==> src/design/smx_pkg.sv <==
// ----------------------------------------------------------------------------
// smx_pkg
// Shared types and codes for the stack machine execute unit.
// ----------------------------------------------------------------------------
package smx_pkg;

    // Opcode values as they arrive on the request port
    localparam logic [7:0] OP_HALT = 8'd0;
    localparam logic [7:0] OP_PUSH = 8'd1;
    localparam logic [7:0] OP_ADD  = 8'd2;
    localparam logic [7:0] OP_MUL  = 8'd3;
    localparam logic [7:0] OP_POP  = 8'd4;
    localparam logic [7:0] OP_LOAD = 8'd5;

    // Depth of the queues between front, back and result port
    localparam int QUEUE_DEPTH = 2;

    // Result status codes
    typedef enum logic [2:0] {
        ST_OK        = 3'd0,
        ST_HALTED    = 3'd1,
        ST_UNDERFLOW = 3'd2,
        ST_ILLEGAL   = 3'd3,
        ST_OVERFLOW  = 3'd4,
        ST_BAD_REG   = 3'd5
    } status_t;

    // Decoded instruction class
    typedef enum logic [2:0] {
        CLS_HALT,
        CLS_PUSH,
        CLS_ADD,
        CLS_MUL,
        CLS_POP,
        CLS_LOAD,
        CLS_ILLEGAL
    } op_class_t;

    // Decoded instruction handed from front to back
    typedef struct packed {
        op_class_t          cls;
        logic               reg_ok;
        logic [2:0]         reg_index;
        logic signed [31:0] push_value;
    } instr_t;

    // One result as presented on the result port
    typedef struct packed {
        status_t            status;
        logic               top_valid;
        logic signed [31:0] top_value;
        logic [4:0]         depth;
        logic signed [31:0] reg_value;
        logic               halted;
    } result_t;

endpackage

==> src/design/smx_fifo.sv <==
// ----------------------------------------------------------------------------
// smx_fifo
// Small register-based queue with push/full and pop/empty sides.
// ----------------------------------------------------------------------------
module smx_fifo #(
    parameter int WIDTH = 8,
    parameter int DEPTH = 2
) (
    input  logic             clk,
    input  logic             rst_n,
    input  logic             push,
    output logic             full,
    input  logic [WIDTH-1:0] wr_data,
    input  logic             pop,
    output logic             empty,
    output logic [WIDTH-1:0] rd_data
);

    localparam int PW = (DEPTH > 1) ? $clog2(DEPTH) : 1;
    localparam int CW = $clog2(DEPTH + 1);

    logic [WIDTH-1:0] entry_reg [DEPTH];
    logic [PW-1:0]    wr_ptr_reg;
    logic [PW-1:0]    rd_ptr_reg;
    logic [CW-1:0]    count_reg;
    logic [CW-1:0]    count_next;
    logic             do_push;
    logic             do_pop;

    assign full    = (count_reg == CW'(DEPTH));
    assign empty   = (count_reg == '0);
    assign do_push = push && !full;
    assign do_pop  = pop && !empty;
    assign rd_data = entry_reg[rd_ptr_reg];

    // Occupancy update
    always_comb
    begin
        case ({do_push, do_pop})
            2'b10:   count_next = count_reg + 1'b1;
            2'b01:   count_next = count_reg - 1'b1;
            default: count_next = count_reg;
        endcase
    end

    // Pointers and occupancy
    always_ff @(posedge clk or negedge rst_n)
    begin
        if (!rst_n)
        begin
            wr_ptr_reg <= '0;
            rd_ptr_reg <= '0;
            count_reg  <= '0;
        end
        else
        begin
            count_reg <= count_next;
            if (do_push)
            begin
                wr_ptr_reg <= (wr_ptr_reg == PW'(DEPTH - 1)) ? '0 : wr_ptr_reg + 1'b1;
            end
            if (do_pop)
            begin
                rd_ptr_reg <= (rd_ptr_reg == PW'(DEPTH - 1)) ? '0 : rd_ptr_reg + 1'b1;
            end
        end
    end

    // Entry storage
    always_ff @(posedge clk)
    begin
        if (do_push)
        begin
            entry_reg[wr_ptr_reg] <= wr_data;
        end
    end

endmodule

==> src/design/smx_front.sv <==
// ----------------------------------------------------------------------------
// smx_front
// Accepts requests, decodes the opcode and checks the register index,
// then queues the decoded instruction for the execute stage.
// ----------------------------------------------------------------------------
module smx_front
    import smx_pkg::*;
#(
    parameter int REG_COUNT = 5
) (
    input  logic               clk,
    input  logic               rst_n,
    input  logic               push,
    output logic               full,
    input  logic [7:0]         opcode,
    input  logic signed [31:0] push_value,
    input  logic [2:0]         reg_index,
    output instr_t             instr,
    output logic               instr_valid,
    input  logic               instr_take
);

    instr_t decoded;
    logic   queue_empty;

    // Opcode classification
    always_comb
    begin
        decoded.push_value = push_value;
        decoded.reg_index  = reg_index;
        decoded.reg_ok     = ({1'b0, reg_index} < 4'(REG_COUNT));
        case (opcode)
            OP_HALT: decoded.cls = CLS_HALT;
            OP_PUSH: decoded.cls = CLS_PUSH;
            OP_ADD:  decoded.cls = CLS_ADD;
            OP_MUL:  decoded.cls = CLS_MUL;
            OP_POP:  decoded.cls = CLS_POP;
            OP_LOAD: decoded.cls = CLS_LOAD;
            default: decoded.cls = CLS_ILLEGAL;
        endcase
    end

    // Instruction queue toward the execute stage
    smx_fifo #(
        .WIDTH ($bits(instr_t)),
        .DEPTH (QUEUE_DEPTH)
    ) u_instr_queue (
        .clk     (clk),
        .rst_n   (rst_n),
        .push    (push),
        .full    (full),
        .wr_data (decoded),
        .pop     (instr_take),
        .empty   (queue_empty),
        .rd_data (instr)
    );

    assign instr_valid = !queue_empty;

endmodule

==> src/design/smx_back.sv <==
// ----------------------------------------------------------------------------
// smx_back
// Execute stage: holds the stack (top two entries in registers, the rest in
// a memory with a prefetched third entry), the register file and the halt
// flag, and queues one result per instruction.
// ----------------------------------------------------------------------------
module smx_back
    import smx_pkg::*;
#(
    parameter int STACK_DEPTH = 16,
    parameter int REG_COUNT   = 5,
    parameter int DATA_WIDTH  = 32
) (
    input  logic    clk,
    input  logic    rst_n,
    input  instr_t  instr,
    input  logic    instr_valid,
    output logic    instr_take,
    output result_t res,
    output logic    res_empty,
    input  logic    res_pop
);

    localparam int  CW        = $clog2(STACK_DEPTH + 1);
    localparam int  MEM_DEPTH = (STACK_DEPTH > 2) ? STACK_DEPTH - 2 : 1;
    localparam int  MAW       = (MEM_DEPTH > 1) ? $clog2(MEM_DEPTH) : 1;
    localparam int  RW        = (REG_COUNT > 1) ? $clog2(REG_COUNT) : 1;
    localparam bit  WIDE_MUL  = (DATA_WIDTH > 32);

    // Stack and machine state
    logic [DATA_WIDTH-1:0] stack_mem [MEM_DEPTH];
    logic [DATA_WIDTH-1:0] tos_reg, tos_next;
    logic [DATA_WIDTH-1:0] nos_reg, nos_next;
    logic [DATA_WIDTH-1:0] third_reg;
    logic [CW-1:0]         count_reg, count_next;
    logic [DATA_WIDTH-1:0] regs_reg [REG_COUNT];
    logic                  halt_reg, halt_next;
    logic                  mul_phase_reg;

    logic                  res_full;
    logic                  go;
    logic                  fire;
    logic                  mul_first;
    logic                  do_push;
    logic                  do_pop;
    logic                  reg_we;
    status_t               status_next;
    logic [DATA_WIDTH-1:0] mul_result;
    logic [DATA_WIDTH-1:0] push_ext;
    logic [DATA_WIDTH-1:0] reg_read;
    result_t               res_next;

    assign push_ext = DATA_WIDTH'(instr.push_value);

    // Multiplier: combinational up to 32 bits, registered low and cross partial products above
    if (WIDE_MUL)
    begin : g_wide_mul
        localparam int HW = DATA_WIDTH - 32;
        logic [63:0]   pp_low_reg;
        logic [HW-1:0] pp_cross_reg;

        always_ff @(posedge clk)
        begin
            if (mul_first)
            begin
                pp_low_reg   <= tos_reg[31:0] * nos_reg[31:0];
                pp_cross_reg <= HW'(tos_reg[DATA_WIDTH-1:32] * nos_reg[HW-1:0]
                              + tos_reg[HW-1:0] * nos_reg[DATA_WIDTH-1:32]);
            end
        end

        assign mul_result = pp_low_reg[DATA_WIDTH-1:0] + {pp_cross_reg, 32'b0};
    end
    else
    begin : g_narrow_mul
        assign mul_result = tos_reg * nos_reg;
    end

    // Issue control
    assign go         = instr_valid && !res_full;
    assign mul_first  = WIDE_MUL && go && !halt_reg && (instr.cls == CLS_MUL)
                        && (count_reg >= 2'd2) && !mul_phase_reg;
    assign fire       = go && !mul_first;
    assign instr_take = fire;

    // Instruction execution
    always_comb
    begin
        status_next = ST_OK;
        halt_next   = halt_reg;
        do_push     = 1'b0;
        do_pop      = 1'b0;
        reg_we      = 1'b0;
        tos_next    = tos_reg;
        nos_next    = nos_reg;
        count_next  = count_reg;

        if (halt_reg)
        begin
            status_next = ST_HALTED;
        end
        else
        begin
            case (instr.cls)
                CLS_HALT:
                begin
                    status_next = ST_HALTED;
                    halt_next   = 1'b1;
                end
                CLS_PUSH:
                begin
                    if (count_reg == CW'(STACK_DEPTH))
                    begin
                        status_next = ST_OVERFLOW;
                        halt_next   = 1'b1;
                    end
                    else
                    begin
                        do_push = 1'b1;
                    end
                end
                CLS_ADD, CLS_MUL:
                begin
                    if (count_reg < 2'd2)
                    begin
                        status_next = ST_UNDERFLOW;
                        halt_next   = 1'b1;
                    end
                    else
                    begin
                        do_pop = 1'b1;
                    end
                end
                CLS_POP:
                begin
                    if (count_reg == '0)
                    begin
                        status_next = ST_UNDERFLOW;
                        halt_next   = 1'b1;
                    end
                    else
                    begin
                        do_pop = 1'b1;
                    end
                end
                CLS_LOAD:
                begin
                    if (count_reg == '0)
                    begin
                        status_next = ST_UNDERFLOW;
                        halt_next   = 1'b1;
                    end
                    else if (!instr.reg_ok)
                    begin
                        status_next = ST_BAD_REG;
                        halt_next   = 1'b1;
                    end
                    else
                    begin
                        do_pop = 1'b1;
                        reg_we = 1'b1;
                    end
                end
                default:
                begin
                    status_next = ST_ILLEGAL;
                    halt_next   = 1'b1;
                end
            endcase
        end

        // Top-of-stack movement
        if (do_push)
        begin
            tos_next   = push_ext;
            nos_next   = tos_reg;
            count_next = count_reg + 1'b1;
        end
        else if (do_pop)
        begin
            case (instr.cls)
                CLS_ADD: tos_next = tos_reg + nos_reg;
                CLS_MUL: tos_next = mul_result;
                default: tos_next = nos_reg;
            endcase
            nos_next   = third_reg;
            count_next = count_reg - 1'b1;
        end
    end

    // Register value reported with the result, after this step
    assign reg_read = reg_we ? tos_reg : regs_reg[instr.reg_index[RW-1:0]];

    // Result assembly
    always_comb
    begin
        res_next.status    = status_next;
        res_next.top_valid = (count_next != '0);
        res_next.top_value = (count_next != '0) ? 32'(tos_next) : 32'sd0;
        res_next.depth     = 5'(count_next);
        res_next.reg_value = instr.reg_ok ? 32'(reg_read) : 32'sd0;
        res_next.halted    = halt_next;
    end

    // Control state
    always_ff @(posedge clk or negedge rst_n)
    begin
        if (!rst_n)
        begin
            count_reg     <= '0;
            halt_reg      <= 1'b0;
            mul_phase_reg <= 1'b0;
            for (int i = 0; i < REG_COUNT; i++)
            begin
                regs_reg[i] <= '0;
            end
        end
        else
        begin
            if (mul_first)
            begin
                mul_phase_reg <= 1'b1;
            end
            else if (fire)
            begin
                mul_phase_reg <= 1'b0;
            end
            if (fire)
            begin
                count_reg <= count_next;
                halt_reg  <= halt_next;
                if (reg_we)
                begin
                    regs_reg[instr.reg_index[RW-1:0]] <= tos_reg;
                end
            end
        end
    end

    // Top two entries
    always_ff @(posedge clk)
    begin
        if (fire)
        begin
            tos_reg <= tos_next;
            nos_reg <= nos_next;
        end
    end

    // Spill memory with prefetched third entry
    always_ff @(posedge clk)
    begin
        if (fire && do_push && (count_reg >= 2'd2))
        begin
            stack_mem[MAW'(count_reg - 2'd2)] <= nos_reg;
        end
        if (fire && do_push)
        begin
            third_reg <= nos_reg;
        end
        else if (fire && do_pop && (count_reg >= 3'd4))
        begin
            third_reg <= stack_mem[MAW'(count_reg - 3'd4)];
        end
    end

    // Result queue
    smx_fifo #(
        .WIDTH ($bits(result_t)),
        .DEPTH (QUEUE_DEPTH)
    ) u_result_queue (
        .clk     (clk),
        .rst_n   (rst_n),
        .push    (fire),
        .full    (res_full),
        .wr_data (res_next),
        .pop     (res_pop),
        .empty   (res_empty),
        .rd_data (res)
    );

`ifndef NO_ASSERTIONS
    // Stack depth never goes past its capacity
    a_count_range: assert property (@(posedge clk) disable iff (!rst_n)
        count_reg <= CW'(STACK_DEPTH))
        else $error("stack count above capacity");

    // Once halted, the machine stays halted and the stack is frozen
    a_halt_sticky: assert property (@(posedge clk) disable iff (!rst_n)
        halt_reg |=> halt_reg && $stable(count_reg))
        else $error("halted machine changed state");

    // Any non-ok status from a running machine leaves it halted
    a_error_halts: assert property (@(posedge clk) disable iff (!rst_n)
        fire && (status_next != ST_OK) |=> halt_reg)
        else $error("error status without halt");

    // A split multiply always finds its instruction still at the queue head
    a_mul_phase: assert property (@(posedge clk) disable iff (!rst_n)
        mul_phase_reg |-> instr_valid && (instr.cls == CLS_MUL) && !halt_reg)
        else $error("multiply second half without its instruction");
`endif

endmodule

==> src/design/stack_machine_execute_unit.sv <==
// ----------------------------------------------------------------------------
// stack_machine_execute_unit
// Flow: a request is queued in the front, executed from the queue head, and its
//   result is queued in the result queue, from which it is popped.
// Throughput: one instruction per cycle while the result queue has room; when
//   DATA_WIDTH exceeds 32, a multiply first registers its partial products.
// Reset clears stack depth, registers, halt flag and both queues at once;
//   stack memory is not cleared and no clearing pass is needed.
// ----------------------------------------------------------------------------
module stack_machine_execute_unit
    import smx_pkg::*;
#(
    parameter int STACK_DEPTH = 16,
    parameter int REG_COUNT   = 5,
    parameter int DATA_WIDTH  = 32
) (
    input  logic               clk,
    input  logic               rst_n,
    input  logic               push,
    output logic               full,
    input  logic [7:0]         opcode,
    input  logic signed [31:0] push_value,
    input  logic [2:0]         reg_index,
    output logic               empty,
    input  logic               pop,
    output logic [2:0]         status,
    output logic               top_valid,
    output logic signed [31:0] top_value,
    output logic [4:0]         depth,
    output logic signed [31:0] reg_value,
    output logic               halted
);

    instr_t  instr;
    logic    instr_valid;
    logic    instr_take;
    result_t res;

    // Front: accept and decode requests
    smx_front #(
        .REG_COUNT (REG_COUNT)
    ) u_front (
        .clk         (clk),
        .rst_n       (rst_n),
        .push        (push),
        .full        (full),
        .opcode      (opcode),
        .push_value  (push_value),
        .reg_index   (reg_index),
        .instr       (instr),
        .instr_valid (instr_valid),
        .instr_take  (instr_take)
    );

    // Back: execute and queue results
    smx_back #(
        .STACK_DEPTH (STACK_DEPTH),
        .REG_COUNT   (REG_COUNT),
        .DATA_WIDTH  (DATA_WIDTH)
    ) u_back (
        .clk         (clk),
        .rst_n       (rst_n),
        .instr       (instr),
        .instr_valid (instr_valid),
        .instr_take  (instr_take),
        .res         (res),
        .res_empty   (empty),
        .res_pop     (pop)
    );

    // Result fields
    assign status    = res.status;
    assign top_valid = res.top_valid;
    assign top_value = res.top_value;
    assign depth     = res.depth;
    assign reg_value = res.reg_value;
    assign halted    = res.halted;

endmodule
==> config.mk <==
export PLATFORM = sky130hd
export DESIGN_NAME = stack_machine_execute_unit
export DESIGN_NICKNAME = d
export VERILOG_FILES = /design/src/design/smx_pkg.sv /design/src/design/smx_fifo.sv /design/src/design/smx_front.sv /design/src/design/smx_back.sv /design/src/design/stack_machine_execute_unit.sv
export SDC_FILE = /design/constraint.sdc
export NUM_CORES = 2
export LEC_CHECK = 0
export ABC_AREA = 1
export BUFFER_PORTS_ARGS = -buffer_cell sky130_fd_sc_hd__buf_2
export CAP_MARGIN = 20
export CORE_MARGIN = 3
export CORE_UTILIZATION = 37
export DETAILED_ROUTE_END_ITERATION = 7
export GPL_TIMING_DRIVEN = 0
export PLACE_DENSITY = 0.54
export SETUP_SLACK_MARGIN = 0.4
export SLEW_MARGIN = 20
export SYNTH_ARGS = -nofsm -noshare
export SYNTH_HDL_FRONTEND = slang
export SYNTH_SLANG_ARGS = --single-unit
==> constraint.sdc <==
create_clock -name clk -period 21.1 [get_ports clk]
set_input_delay 5.275 -clock clk [delete_from_list [all_inputs] [get_ports clk]]
set_output_delay 5.275 -clock clk [all_outputs]
set_load 0.05 [all_outputs]
## Yosys cells after proc, flatten, opt, wreduce, memory -nomap -nowiden

Memory sizes are Yosys's and may differ from the RTL's.
Cells that the tools add are included.

| operators by class | value |
|---|---|
| multiplexer cells | 56 |
| reduce and logical (&&, ||, !) cells | 27 |
| multiply operators | 1 |
| $lt $le $gt $ge | 6 |
| eq/ne operators | 17 |
| bitwise logic cells | 1 |
| add/sub/neg operators | 13 |

Operators by type and width:

| operator | count |
|---|---|
| $mux 32 | 12 |
| $bwmux 160 | 1 |
| $bmux 32 s3 | 1 |
| $demux 32 s3 | 1 |
| $pmux 32 s2 | 1 |
| $add 32x32->32 | 1 |
| $mul 32x32->32 | 1 |
| $mux 1 | 26 |
| $pmux 3 s6 | 1 |
| $eq 8x2->1 const B | 2 |
| $eq 8x3->1 const B | 2 |
| $pmux 3 s5 | 1 |
| $mux 3 | 4 |
| $logic_and 1x1->1 | 10 |
| $mux 5 | 2 |
| $eq 2x2->1 const B | 4 |
| $eq 8x1->1 const B | 1 |
| $logic_not 8->1 | 1 |
| $pmux 2 s2 | 2 |
| $reduce_bool 2->1 | 4 |
| $eq 3x2->1 const B | 2 |
| $eq 3x3->1 const B | 2 |
| $add 5x1->5 const B | 1 |
| $eq 5x5->1 const B | 1 |
| other kinds (25) | 37 |

| storage, ports and cells | value |
|---|---|
| input port bits | 47 |
| register bits after elaboration | 270 |
| output and inout port bits | 76 |
| memories | 3 |
| RAM bits | 674 |

Memories:

| name | depth | bits a word | rd ports | clocked after Yosys merged registers in | write ports | line | source |
|---|---|---|---|---|---|---|---|
| u_back.stack_mem | 14 | 32 | 1 | 0 | 1 | smx_back.sv:31 | `logic [DATA_WIDTH-1:0] stack_mem [MEM_DEPTH];` |
| u_back.u_result_queue.entry_reg | 2 | 74 | 1 | 0 | 1 | smx_fifo.sv:22 | `logic [WIDTH-1:0] entry_reg [DEPTH];` |
| u_front.u_instr_queue.entry_reg | 2 | 39 | 1 | 0 | 1 | smx_fifo.sv:22 |  |

## Depth between registers and ports, before layout

An unclocked memory read counts as a cell.

| depth | value |
|---|---|
| word-level depth | 9 |
| gate-level depth with buffers | 40 |
| depth with buffers taken out | 38 |

## Hierarchy

Synthesis repeated with hierarchy kept, for this count alone.

| second synthesis, totals | value |
|---|---|
| cell total of the unflattened synthesis | 5,976 |
| area total of the unflattened synthesis | 57,249.9 um^2 |

By module, submodules not included:

| module | cells an instance | area each (um^2) | instances |
|---|---|---|---|
| smx_back | 5,307 | 48,489.0 | 1 |
| smx_fifo at u_back.u_result_queue | 419 | 5,599.1 | 1 |
| smx_fifo at u_front.u_instr_queue | 237 | 3,098.0 | 1 |
| smx_front | 13 | 63.8 | 1 |

## Least setup slack after synthesis

No wires, ideal clock.

| timing path | value |
|---|---|
| path kind | input -> register |
| start | input push |
| end | memory u_front.u_instr_queue.entry_reg[0][0] in the netlist's numbering (enable) |
| required time | 20.665 ns |
| library setup time | 0.435 ns |
| stages | 2 |
| path slack | 13.543 ns |
| arrival time | 7.122 ns |
| buffers on the path | 0 |
| path through | o21ai_0 nor2_1 |

| on the way | value |
|---|---|
| longest elaborated chain between the ends | 3 |

RTL lines:

| what | line | source |
|---|---|---|
| start, declared | stack_machine_execute_unit.sv:19 | `input logic push,` |
| $logic_and 1x1->1 | smx_fifo.sv:32 | `assign do_push = push && !full;` |
| $mux 1 | smx_fifo.sv:72 | `if (do_push)` |
| $mux 1 (not written as such) | smx_fifo.sv:74 | `entry_reg[wr_ptr_reg] <= wr_data;` |
| end, declared | smx_fifo.sv:22 |  |

Every way passes these cells.

==> impl_metrics.py <==
metrics = {
    "status": {
        "status": "completed",
    },
    "synth": {
        "syn_inst": 5837,
        "yosys.area_share.adder_pct": 18.1,
        "synth_xor_area_share_pct": 0.670,
        "syn_area_per_cell_um2": 9.73,
        "synth_edf_count": 770,
        "syn-cell-area_um2": 56800,
        "synth_compound_area_share_pct": 9.99,
        "yosysWarnings": 0,
        "muxShareOfSynthArea_pct": 0.0242,
        "synth_simple_gate_area_share_pct": 14.8,
        "seq_area_frac_synth_pct": 48.4,
        "ys.flop_type": "edfxtp_1",
        "synth_seq_cells": 944,
        "synth_top_family_by_area": "adder cells",
        "syn_nets": 6461,
        "yosysUniqueCellTypes": 62,
        "async_flop_share_pct": 18.4,
    },
    "cells_and_area": {
        "layout_commonest_cell": "nand2_1",
        "nFillCells": 14856,
        "multi_input_area_um2": 24900,
        "drive_above_1_share_pct": 6.46,
        "final_net_count": 6731,
        "area_growth_pct": 13.0,
        "largest_reg_flops": 448,
        "layout_common_cells": "1,405 x nand2_1, 872 x inv_1, 770 x edfxtp_1, 449 x o21ai_0, 409 x fa_1",
        "regArea_um2": 27500,
    },
    "routing": {
        "drc": 0,
        "drt_iter0_drc": 4690,
        "drtPass1Iterations": 6,
        "wl_um": 212000,
        "wl_per_cell_um": 25.8,
        "vias": 44320,
        "viasPerCell": 5.40,
        "antenna_left": 0,
    },
    "placed_design": {
        "place_congestion": 0.964,
        "dpl.hpwl_um": 159000,
        "port_buffers": 122,
    },
    "clock_network": {
        "postCtsResizedCells": 0,
        "clk_pin_slew_ps": 60,
        "cts_hold_buffers": 0,
        "cts_tree": "built",
        "clkSinkCount": 944,
        "clockBufferDepth": 3,
        "clk_latency_ps": 680,
        "htree_num_levels": 3,
        "numCtsBuffers": 92,
        "cts_root_buf": "clkbuf_16",
        "postCtsSetupRepairBufs": 0,
    },
    "sta": {
        "final_max_slew_viol_count": 0,
        "tightest_slew_ps": 1250,
        "finalSetupViolCount": 0,
        "hold_violations": 0,
        "finClkSkew_ps": 30.7,
        "final.setup.tns_ps": 0,
        "fin_crit_sh_pct": 48.1,
        "layout_min_cycle_time_ps": 10140,
        "fmaxAchievable_mhz": 98.6,
        "slew_headroom_pct": 16.4,
        "grt_setup_unrepaired": "false",
    },
    "min_path": {
        "hp-class": "flip-flop to flip-flop",
    },
    "critical_path": {
        "worst_setup_path_end_kind": "flip-flop",
        "cp_data_arrival_time_ps": 10680,
        "max_stage_delay_ps": 1120,
        "critical_path_class": "flip-flop to flip-flop",
        "required_ps": 21640,
        "crit_fanout": 16,
        "startpoint_type": "flip-flop",
        "slowest_stage": "edfxtp_1",
    },
    "floorplanning": {
        "die-area_um2": 158000,
        "coreArea_um2": 152000,
        "die_w_um": 398,
        "boundaryPins": 123,
        "rows": 143,
        "initial_core_util_pct": 37.3,
        "die_h_um": 398,
    },
    "global_route": {
        "grt_max_degree": 91,
        "gr-usage-all-layers_pct": 26.7,
        "grt_pass1_vias": 43478,
        "grt_pass1_wl_um": 306000,
        "globalRouteOverflowTotal": 0,
        "antenna_found_initial": 6,
    },
    "flow_run": {
        "cap_violations": 0,
    },
}
==> critical path: cells and delay by family, from the launching register on <==
kind,cells,cell delay (ps)
adder cells (fa/ha/maj),9,4310
buffers and inverters,10,2140
AND/OR/NAND/NOR,9,1350
flip-flops,1,1120
AO/OA/AOI/OAI,3,1060
==> logic make-up after synthesis <==
group,after synthesis
AND/OR/NAND/NOR,2093
buffers and inverters,1211
flip-flops,944
adder cells (fa/ha/maj),577
multiplexers,1
AO/OA/AOI/OAI,971
XOR/XNOR,40
==> cell usage after synthesis, drive strengths merged, types with 61 or more instances <==
library cell | number | area share (%)
a21oi | 170 | 1.5
buf | 61 | 0.45
clkbuf | 264 | 1.7
dfrtp | 174 | 7.7
edfxtp | 770 | 41
fa | 409 | 14
ha | 168 | 3.7
inv | 883 | 5.8
nand2 | 1410 | 9.4
nand3 | 158 | 1.4
nor2 | 418 | 2.8
o21ai | 464 | 4.1
o22ai | 96 | 1.1
==> path summary, 6_finish.rpt <==
kind / slack, ps / from / cells after the start / to
worst max-delay path: 10960 / u_back.nos_reg[5] / 31 / u_back.u_result_queue.entry_reg[1][64]
worst min-delay path: 490 / u_back.regs_reg[135] / 2 / u_back.regs_reg[135]
worst max register to register: 10960 / u_back.nos_reg[5] / 31 / u_back.u_result_queue.entry_reg[1][64]
worst min register to register: 490 / u_back.regs_reg[135] / 2 / u_back.regs_reg[135]
max in group asynchronous: 15620 / rst_n / 2 / u_back.count_reg[1]
min in group asynchronous: 4610 / rst_n / 1 / u_back.regs_reg[67]
==> layer usage <==
layer | global-route usage (%) | routed length (um) | part of all wire [%]
met1 | 35.6 | 85200 | 40
met2 | 42.9 | 99100 | 47
met3 | 4.52 | 17600 | 8.3
met4 | 11.3 | 10100 | 4.7
met5 | 0 | 11 | 0.0052
==> per-stage QoR <==
step	setup slack (ps)	cell area, um2	std cells	utilization [%]	hold slack, ps
after floorplan	13540	56800	5837	-	453
after global placement	10900	59900	7989	39.4	466
after detailed placement	11060	61000	8038	40.1	473
after CTS	11020	64100	8204	42.1	488
after global routing	10680	64200	8209	42.2	506
final	10960	64200	8212	42.2	486
==> final cells by class <==
cell class | count | area share [%]
Inverter | 886 | 5.19
Buffer | 325 | 1.97
Antenna cell | 3 | 0.0117
Timing Repair Buffer | 176 | 2.49
Tap cell | 2030 | 3.96
Sequential cell | 944 | 42.8
Multi-Input combinational cell | 3682 | 38.8
Clock inverter | 45 | 0.887
Clock buffer | 121 | 3.90
Power is not shown: default switching activity piles up to over one toggle a cycle in this logic, so the estimate is an artifact.
